**config.mk**
```make
export PLATFORM = sky130hd
export DESIGN_NAME = anemometer_window_reporter_core
export DESIGN_NICKNAME = d
export VERILOG_FILES = /design/src/design/awr_pkg.sv /design/src/design/anemometer_window_reporter_core.sv
export SDC_FILE = /design/constraint.sdc
export NUM_CORES = 1
export LEC_CHECK = 0
export BUFFER_PORTS_ARGS = -buffer_cell sky130_fd_sc_hd__buf_4
export CAP_MARGIN = 25
export CORE_MARGIN = 4
export CORE_UTILIZATION = 46
export CTS_CLUSTER_SIZE = 16
export DETAILED_ROUTE_END_ITERATION = 7
export SLEW_MARGIN = 30
export SYNTH_ARGS = -nofsm -noshare
export SYNTH_HDL_FRONTEND = slang
export SYNTH_SLANG_ARGS = --single-unit
```
**constraint.sdc**
```tcl
create_clock -name clk -period 11.5 [get_ports clk]
set_clock_uncertainty 0.15 [all_clocks]
set_input_delay 1.15 -clock clk [delete_from_list [all_inputs] [get_ports clk]]
set_output_delay 1.15 -clock clk [all_outputs]
set_load 0.01 [all_outputs]
```
**src/design/awr_pkg.sv**
```systemverilog
// Shared constants and result type for the anemometer window reporter.
package awr_pkg;

  localparam int PERIOD_W        = 8;
  localparam int VANE_W          = 10;
  localparam int SECTOR_W        = 4;
  localparam int OUT_PULSE_W     = 16;
  localparam int PULSE_WIDTH_DEF = 16;

  localparam logic [PERIOD_W-1:0] PERIOD_RESET = 8'd4;
  localparam logic [PERIOD_W-1:0] EDGE_MAX     = 8'hFF;

  // Half a sector in vane counts; rounds the reading to the nearest sector.
  localparam logic [VANE_W:0]     SECTOR_HALF  = 11'd32;
  // The sector number sits above the 64-count sector step.
  localparam int                  SECTOR_LSB   = 6;

  typedef struct packed {
    logic [OUT_PULSE_W-1:0] window_pulses;
    logic                   speed_report;
    logic [SECTOR_W-1:0]    sector_index;
    logic                   sector_report;
  } result_t;

endpackage

```
**src/design/anemometer_window_reporter_core.sv**
```systemverilog
// Anemometer window reporter: edge counting, window close and report flags.
//
//  channel | direction | handshake            | payload
//  --------+-----------+----------------------+------------------------------------------
//  in_     | request   | in_valid / in_ready  | time_level, wind_level, vane_reading
//  out_    | result    | out_valid / out_ready| window_pulses, speed_report, sector_*
//  cfg_    | write     | cfg_wr_en            | cfg_wr_data -> window length
//
// One request is taken per cycle while in_ready is high; its result (if the timebase
// edge closes a window) goes to the output register, or to the skid register while that one is held.
// A two-entry output buffer (output register plus skid register) keeps
// in_ready high while one result waits; in_ready is a flop output.
// Reset (rst_n low, synchronous) clears all tallies and report history and
// sets the window length to 4.
module anemometer_window_reporter_core #(
  parameter int PULSE_WIDTH = awr_pkg::PULSE_WIDTH_DEF
) (
  input  logic                          clk,
  input  logic                          rst_n,
  // request channel
  input  logic                          in_valid,
  output logic                          in_ready,
  input  logic                          in_time_level,
  input  logic                          in_wind_level,
  input  logic [awr_pkg::VANE_W-1:0]    in_vane_reading,
  // result channel
  output logic                          out_valid,
  input  logic                          out_ready,
  output logic [awr_pkg::OUT_PULSE_W-1:0] out_window_pulses,
  output logic                          out_speed_report,
  output logic [awr_pkg::SECTOR_W-1:0]  out_sector_index,
  output logic                          out_sector_report,
  // configuration
  input  logic                          cfg_wr_en,
  input  logic [awr_pkg::PERIOD_W-1:0]  cfg_wr_data
);
  import awr_pkg::*;

  // Width for clipping the tally to the 16-bit result field.
  localparam int CLIP_W = (PULSE_WIDTH > OUT_PULSE_W) ? PULSE_WIDTH : OUT_PULSE_W;
  localparam logic [PULSE_WIDTH-1:0] PULSE_MAX = {PULSE_WIDTH{1'b1}};

  // state
  logic [PERIOD_W-1:0]    win_edges_r;
  logic                   last_time_r;
  logic                   last_wind_r;
  logic [PERIOD_W-1:0]    edge_tally_r;
  logic [PULSE_WIDTH-1:0] pulse_tally_r;
  logic [PULSE_WIDTH-1:0] reported_pulses_r;
  logic                   speed_seen_r;
  logic [SECTOR_W-1:0]    reported_sector_r;
  logic                   sector_seen_r;

  // output buffer
  logic    out_valid_r;
  logic    skid_valid_r;
  result_t out_r;
  result_t skid_r;

  // next-state values
  logic [PERIOD_W-1:0]    edge_tally_nxt;
  logic [PULSE_WIDTH-1:0] pulse_tally_nxt;
  logic [PULSE_WIDTH-1:0] reported_pulses_nxt;
  logic                   speed_seen_nxt;
  logic [SECTOR_W-1:0]    reported_sector_nxt;
  logic                   sector_seen_nxt;

  // per-request working signals
  logic                   accept;
  logic                   time_edge;
  logic                   wind_rise;
  logic [PERIOD_W-1:0]    edge_inc;
  logic                   close;
  logic [PULSE_WIDTH-1:0] pulse_base;
  logic [PULSE_WIDTH-1:0] pulse_diff;
  logic                   speed_rep;
  logic [VANE_W:0]        vane_round;
  logic [SECTOR_W-1:0]    sector;
  logic                   sector_rep;
  logic [CLIP_W-1:0]      count_ext;
  result_t                res;
  logic                   produce;
  logic                   out_free;

  assign in_ready = !skid_valid_r;
  assign accept   = in_valid && in_ready;

  // Timebase: every edge counts; a rising edge at or past the period closes.
  always_comb begin
    time_edge = (in_time_level != last_time_r);
    edge_inc  = (edge_tally_r != EDGE_MAX) ? edge_tally_r + 1'b1 : edge_tally_r;
    close     = time_edge && in_time_level && (edge_inc >= win_edges_r);
    if (!time_edge) begin
      edge_tally_nxt = edge_tally_r;
    end else if (close) begin
      edge_tally_nxt = '0;
    end else begin
      edge_tally_nxt = edge_inc;
    end
  end

  // Wind pulses: the close empties the tally first, so a rising edge in
  // the closing sample lands in the new window.
  always_comb begin
    wind_rise  = in_wind_level && !last_wind_r;
    pulse_base = close ? '0 : pulse_tally_r;
    pulse_tally_nxt = (wind_rise && (pulse_base != PULSE_MAX)) ?
                      pulse_base + 1'b1 : pulse_base;
  end

  // Speed deadband: 1 m/s is exactly one window length in pulses.
  always_comb begin
    pulse_diff = (pulse_tally_r >= reported_pulses_r) ?
                 pulse_tally_r - reported_pulses_r :
                 reported_pulses_r - pulse_tally_r;
    speed_rep  = !speed_seen_r ||
                 (pulse_diff >= PULSE_WIDTH'(win_edges_r));
    reported_pulses_nxt = (close && speed_rep) ? pulse_tally_r : reported_pulses_r;
    speed_seen_nxt      = speed_seen_r || (close && speed_rep);
  end

  // Vane: round to nearest 64-count sector; 16 wraps to north.
  always_comb begin
    vane_round = {1'b0, in_vane_reading} + SECTOR_HALF;
    sector     = vane_round[SECTOR_LSB +: SECTOR_W];
    sector_rep = !sector_seen_r || (sector != reported_sector_r);
    reported_sector_nxt = (close && sector_rep) ? sector : reported_sector_r;
    sector_seen_nxt     = sector_seen_r || (close && sector_rep);
  end

  // Result word, tally clipped to the 16-bit field.
  always_comb begin
    count_ext         = CLIP_W'(pulse_tally_r);
    res.window_pulses = (count_ext > CLIP_W'({OUT_PULSE_W{1'b1}})) ?
                        {OUT_PULSE_W{1'b1}} : count_ext[OUT_PULSE_W-1:0];
    res.speed_report  = speed_rep;
    res.sector_index  = sector;
    res.sector_report = sector_rep;
  end

  assign produce  = accept && close;
  assign out_free = !out_valid_r || out_ready;

  // Configuration register.
  always_ff @(posedge clk) begin
    if (!rst_n) begin
      win_edges_r <= PERIOD_RESET;
    end else if (cfg_wr_en) begin
      win_edges_r <= cfg_wr_data;
    end
  end

  // Measurement state, advanced once per accepted request.
  always_ff @(posedge clk) begin
    if (!rst_n) begin
      last_time_r       <= 1'b0;
      last_wind_r       <= 1'b0;
      edge_tally_r      <= '0;
      pulse_tally_r     <= '0;
      reported_pulses_r <= '0;
      speed_seen_r      <= 1'b0;
      reported_sector_r <= '0;
      sector_seen_r     <= 1'b0;
    end else if (accept) begin
      last_time_r       <= in_time_level;
      last_wind_r       <= in_wind_level;
      edge_tally_r      <= edge_tally_nxt;
      pulse_tally_r     <= pulse_tally_nxt;
      reported_pulses_r <= reported_pulses_nxt;
      speed_seen_r      <= speed_seen_nxt;
      reported_sector_r <= reported_sector_nxt;
      sector_seen_r     <= sector_seen_nxt;
    end
  end

  // Output register with skid entry behind it; results leave in order.
  always_ff @(posedge clk) begin
    if (!rst_n) begin
      out_valid_r  <= 1'b0;
      skid_valid_r <= 1'b0;
    end else if (out_free) begin
      if (skid_valid_r) begin
        out_valid_r  <= 1'b1;
        skid_valid_r <= produce;
      end else begin
        out_valid_r  <= produce;
      end
    end else if (produce) begin
      skid_valid_r <= 1'b1;
    end
  end

  always_ff @(posedge clk) begin
    if (out_free) begin
      if (skid_valid_r) begin
        out_r  <= skid_r;
        skid_r <= res;
      end else if (produce) begin
        out_r <= res;
      end
    end else if (produce) begin
      skid_r <= res;
    end
  end

  assign out_valid         = out_valid_r;
  assign out_window_pulses = out_r.window_pulses;
  assign out_speed_report  = out_r.speed_report;
  assign out_sector_index  = out_r.sector_index;
  assign out_sector_report = out_r.sector_report;

  // The skid entry only fills behind a waiting result.
  a_skid_behind_out: assert property (@(posedge clk) disable iff (!rst_n)
    skid_valid_r |-> out_valid_r)
    else $error("skid entry valid with empty output register");

  // A window close restarts the timebase edge count.
  a_close_clears_edges: assert property (@(posedge clk) disable iff (!rst_n)
    produce |=> (edge_tally_r == '0))
    else $error("edge tally not cleared after window close");

  // The first closed window always reports speed and sector.
  a_first_report: assert property (@(posedge clk) disable iff (!rst_n)
    (produce && !speed_seen_r && !sector_seen_r) |-> (speed_rep && sector_rep))
    else $error("first window not flagged for report");

endmodule
```
Word level (Yosys, flattened, before mapping)
Index checks and enable logic that the tools add are counted.

Add/sub/neg operators: 5. Magnitude comparators: 4. Equal/unequal tests: 5. Mux-type cells: 14. Reduce and logical (&&, ||, !) cells: 25.

Operators with widths (count): 22-bit 2-to-1 mux (4); 16-bit 2-to-1 mux (4); 16-bit subtractor (2); 16-bit by 1-bit adder with 16-bit output (second input constant) (1); 16-bit greater-or-equal comparator (1); 16-bit by 8-bit greater-or-equal comparator with 1-bit output (1); 16-bit greater-than comparator (second input constant) (1); 8-bit 2-to-1 mux (2); 16-bit inequality test (second input constant) (1); 10-bit by 6-bit adder with 10-bit output (second input constant) (1); 2-bit AND reduction (5); 8-bit by 1-bit adder with 8-bit output (second input constant) (1); 8-bit greater-or-equal comparator (1); 1-bit logical AND (8); 8-bit inequality test (second input constant) (1); 1-bit logical NOT (5); 1-bit logical OR (5); 1-bit 2-to-1 mux (4); 4-bit inequality test (1); 2-bit nonzero test (2); 2-bit inequality test (second input constant) (1); 1-bit inequality test (1).

Flip-flop bits (word level): 102. Bits of input ports: 25. Output and inout bits: 24. Logic and storage cells: 72.

Longest topological paths before layout
Word-level depth: 8. Depth in mapped cells: 28.

Worst setup path after synthesis
No wires, ideal clock.

Path kind: reg-to-reg. Start: register edge_tally_r[0]. End: register pulse_tally_r[5], in the netlist count_ext[5]. Setup time: 0.115 ns. Arrival: 4.889 ns. Data required time: 11.235 ns. Slack: 6.346 ns. Stages on the path, launching flop included: 28. Path buffers: 4. Clock period less this slack: 5.154 ns. Cells stage by stage: dfxtp_1 -> ha_1 -> nand3_1 -> nor2_1 -> nand2_1 -> mux2_2 -> ha_1 -> a21o_1 -> a21o_1 -> a21o_1 -> a21o_1 -> a21o_1 -> a31o_2 -> clkbuf_1 -> and2_1 -> clkbuf_1 -> clkbuf_1 -> nor2_1 -> ha_1 -> nand3_1 -> nor2_1 -> nand3_1 -> and2_1 -> clkbuf_1 -> nand3_1 -> a21oi_1 -> xnor2_1 -> and2_1.

Longest elaborated chain between the ends: 8. Elaborated cells on any way between the ends: 10. Classes of those cells: 2 x add/sub; 1 x order compare; 2 x eq/ne; 3 x mux; 2 x reduce/logical.

RTL lines: start, declared (line anemometer_window_reporter_core.sv:47) `logic [PERIOD_W-1:0] edge_tally_r;`; start signal, assigned (line anemometer_window_reporter_core.sv:167) `edge_tally_r <= edge_tally_nxt;`; 8-bit by 1-bit adder with 8-bit output / 8-bit inequality test (equally long branches) (line anemometer_window_reporter_core.sv:91) `edge_inc = (edge_tally_r != EDGE_MAX) ? edge_tally_r + 1'b1 : edge_tally_r;`; 8-bit 2-to-1 mux * (line anemometer_window_reporter_core.sv:91); 8-bit greater-or-equal comparator * (line anemometer_window_reporter_core.sv:92) `close = time_edge && in_time_level && (edge_inc >= win_edges_r);`; 1-bit logical AND * (line anemometer_window_reporter_core.sv:92); 16-bit 2-to-1 mux * (line anemometer_window_reporter_core.sv:106) `pulse_base = close ? '0 : pulse_tally_r;`; parallel branches: the longest is 2 deep, another holds 16-bit by 1-bit adder with 16-bit output; 16-bit 2-to-1 mux * (line anemometer_window_reporter_core.sv:107) `pulse_tally_nxt = (wind_rise && (pulse_base != PULSE_MAX)) ?`; end signal, assigned (line anemometer_window_reporter_core.sv:168) `pulse_tally_r <= pulse_tally_nxt;`; end, declared (line anemometer_window_reporter_core.sv:48) `logic [PULSE_WIDTH-1:0] pulse_tally_r;`.

Every way passes the cells marked *. A chain may end at the register's enable or synchronous reset.

Final worst setup path
Start: register edge_tally_r[0]. End: register pulse_tally_r[2], in the netlist count_ext[2].

The elaborated chain is that of the path after synthesis.

==> impl_metrics.env <==
export IMPL_grt_max_degree=45
export IMPL_coreArea_um2=13190
export IMPL_ys_flop_type="dfxtp_1"
export IMPL_finalCritPeriodShare=0.5023
export IMPL_ys_async_sr_fraction=0
export IMPL_top_layer="met4"
export IMPL_place_inst=855
export IMPL_dr_wl_met3_um=586
export IMPL_cp_end_kind="flip-flop"
export IMPL_overflow=0
export IMPL_power_density_nw_per_um2=106.1
export IMPL_synth_most_common_cell="dfxtp_1"
export IMPL_synth_top_family_by_area="compound AO/OA/AOI/OAI gates"
export IMPL_synth_top_area_frac=0.2134
export IMPL_portBuffers=43
export IMPL_dpl_hpwl_um=10810
export IMPL_leakage_nw=2.665
export IMPL_instances_no_fill=871
export IMPL_routed_wl_um=14610
export IMPL_synthTopCellsByArea="edfxtp_1, dfxtp_1, ha_1"
export IMPL_rsz0062_at_grt="no"
export IMPL_antennaDiodeCount=0
export IMPL_max_cap_violations=0
export IMPL_wl_per_cell_um=16.77
export IMPL_drc=0
export IMPL_htree_levels=3
export IMPL_synthSimpleGateAreaFrac=0.1524
export IMPL_postSynthCellCount=665
export IMPL_clockBufferDepth=2
export IMPL_synth_top_area_cell="edfxtp_1"
export IMPL_drt_pass1_iterations=5
export IMPL_required_ns=11.59
export IMPL_vias=4981
export IMPL_worst_hold_slack_ns=0.3001
export IMPL_cts_root_buf="clkbuf_16"
export IMPL_wl_met2_um=7110
export IMPL_yosysWarningCount=0
export IMPL_vias_per_cell=5.719
export IMPL_worstPathMaxFanout=22
export IMPL_max_slew_margin=0.4677
export IMPL_die_h_um=124.0
export IMPL_fmax_mhz=173.1
export IMPL_ant_nets=0
export IMPL_clkTransAtPathRegs_ns=0.06
export IMPL_finalWeightedCongestion=0.8434
export IMPL_cts_buffers=9
export IMPL_nNetsFinal=768
export IMPL_grt_usage=0.1958
export IMPL_r2r_setup_slack_ns=5.72
export IMPL_synth_compound_area_frac=0.1983
export IMPL_ir_drop_v=0.00009077
export IMPL_cts_resized=0
export IMPL_area_growth_pct=11.44
export IMPL_fp_dieW_um=124.0
export IMPL_final_setup_tns_ns=0
export IMPL_antenna_found_initial=0
export IMPL_grt_pass1_vias=4648
export IMPL_syn_mean_instance_area_um2=9.310
export IMPL_final_util=0.5231
export IMPL_hold_buffers=0
export IMPL_grt_pass1_wl_um=23540
export IMPL_worstPathArrival_ns=5.87
export IMPL_synth_area_mux_share=0.03901
export IMPL_hold_violations=0
export IMPL_synth_seq_cells=102
export IMPL_row_count=42
export IMPL_yosysSeqAreaShare=0.4010
export IMPL_tightest_slew_ns=0.7955
export IMPL_syn_area_um2=6191
export IMPL_outcome="complete, no violations"
export IMPL_hold_path_class="flip-flop to flip-flop"
export IMPL_critPathKind="flip-flop to flip-flop"
export IMPL_finalSetupViolations=0
export IMPL_netlist_top_cells_count="dfxtp_1, a21oi_1, nand2_1"
export IMPL_post_cts_buffers=0
export IMPL_ios=49
export IMPL_synth_adder_area_share=0.1095
export IMPL_clock_sinks=102
export IMPL_drv_slew=0
export IMPL_startpoint_type="flip-flop"
export IMPL_synth_cell_types=56
export IMPL_synth_xor_area_share=0.04244
export IMPL_cts_tree="built"
export IMPL_fp_dieArea_um2=15380
export IMPL_drive_gt1_frac=0.1180
export IMPL_synth_edf_count=44
export IMPL_period_needed_ns=5.776
export IMPL_initial_core_util=0.4694
export IMPL_met1_length_um=6646
export IMPL_finalInstanceArea_um2=6899
export IMPL_dr_first_iter_drc_count=345
export IMPL_place_area_um2=6619
export IMPL_clock_latency_ns=0.35
export IMPL_syn_nets=743
[worst paths after layout]
path | start | to | depth (start not counted)
hold / removal | last_wind_r | last_wind_r | 2
setup / recovery | edge_tally_r[0] | count_ext[2] | 22
hold reg to reg | last_wind_r | last_wind_r | 2
setup reg to reg | edge_tally_r[0] | count_ext[2] | 22
[layout make-up]
type                            count  area, µm²
Tap cell                          176      220.2
Timing Repair Buffer               48      360.3
Multi-Input combinational cell    478       3364
Clock inverter                      3      20.02
Fill cell                        1244       6291
Sequential cell                   102       2482
Clock buffer                       13      260.3
Inverter                           51      191.4
[critical path: stages, from the launching register on]
cell and delay [ns]:
dfxtp_1 0.45, ha_1 0.25, nand3_1 0.14, nor2_1 0.13, nand2_1 0.20, mux2_2 0.35, ha_1 0.28, a21o_1 0.16
a21o_1 0.18, a21o_1 0.17, a21o_1 0.17, a21o_1 0.21, a31o_2 0.34, and2_1 0.41, nor2_1 0.18, ha_1 0.22
nand3_1 0.17, nor2_1 0.31, nand3_1 0.30, a2111oi_0 0.47, nor3_1 0.13, xnor2_1 0.13, and2_1 0.15
[report_power, final]
| part | leakage [nW] | internal (mW) | switching [mW] |
|---|---|---|---|
| Sequential | 0.872 | 0.380 | 0.00383 |
| Combinational | 1.66 | 0.0253 | 0.0362 |
| Clock | 0.133 | 0.158 | 0.128 |
[stage by stage]
step / setup slack (ns) / power [mW]
global route: 5.246 / 0.7617
finish: 5.724 / 0.7318
CTS: 5.835 / 0.7409
global placement: 5.929 / 0.4509
floorplan: 6.346 / 0.4331
detailed placement: 5.883 / 0.4530
[state kept, by name, summed over array words and instances (netlist names)]
| name | count |
|---|---|
| out_speed_report | 1 |
| last_time_r | 1 |
| reported_sector_r | 4 |
| speed_seen_r | 1 |
| out_sector_index | 4 |
| skid_valid_r | 1 |
| last_wind_r | 1 |
| out_window_pulses | 16 |
| skid_r | 22 |
| sector_seen_r | 1 |
| out_valid | 1 |
| reported_pulses_r | 16 |
| count_ext | 16 |
| out_sector_report | 1 |
| edge_tally_r | 8 |
| win_edges_r | 8 |
[kinds of logic after synthesis]
group,Yosys count
simple gates,188
xor+xnor,30
fa+ha+maj,53
flops,102
buf+inv,85
mux,23
compound gates,184
[placed cells by master (no fill, tap or decap), types with 3 or more instances in the layout]
cell and instances:
and3_1 3, a2111oi_0 3, xor2_1 10, nor3_1 10, mux2i_1 14, clkbuf_16 9
dfxtp_1 58, o41ai_1 15, nand3_1 28, clkinv_1 3, o21a_1 4, a21oi_1 54
or3_1 10, buf_4 48, and4_1 4, nand4_1 10, inv_1 49, xnor2_1 20
ha_1 51, nor2_1 36, a31oi_1 9, o21ai_0 34, o211ai_1 26, and2_1 7
nand2_1 54, mux2_2 9, edfxtp_1 44, nand2b_1 7, a21o_1 18, nand3b_1 5
or4_1 3
[layer usage]
metal  vias to the layer above  GRT usage
li1                       2481          -
met1                      2362     0.2586
met2                       117     0.3251
met3                        21    0.03406
met4                         0    0.06571
met5                         -          0
Power figures use the tool's default switching activity.
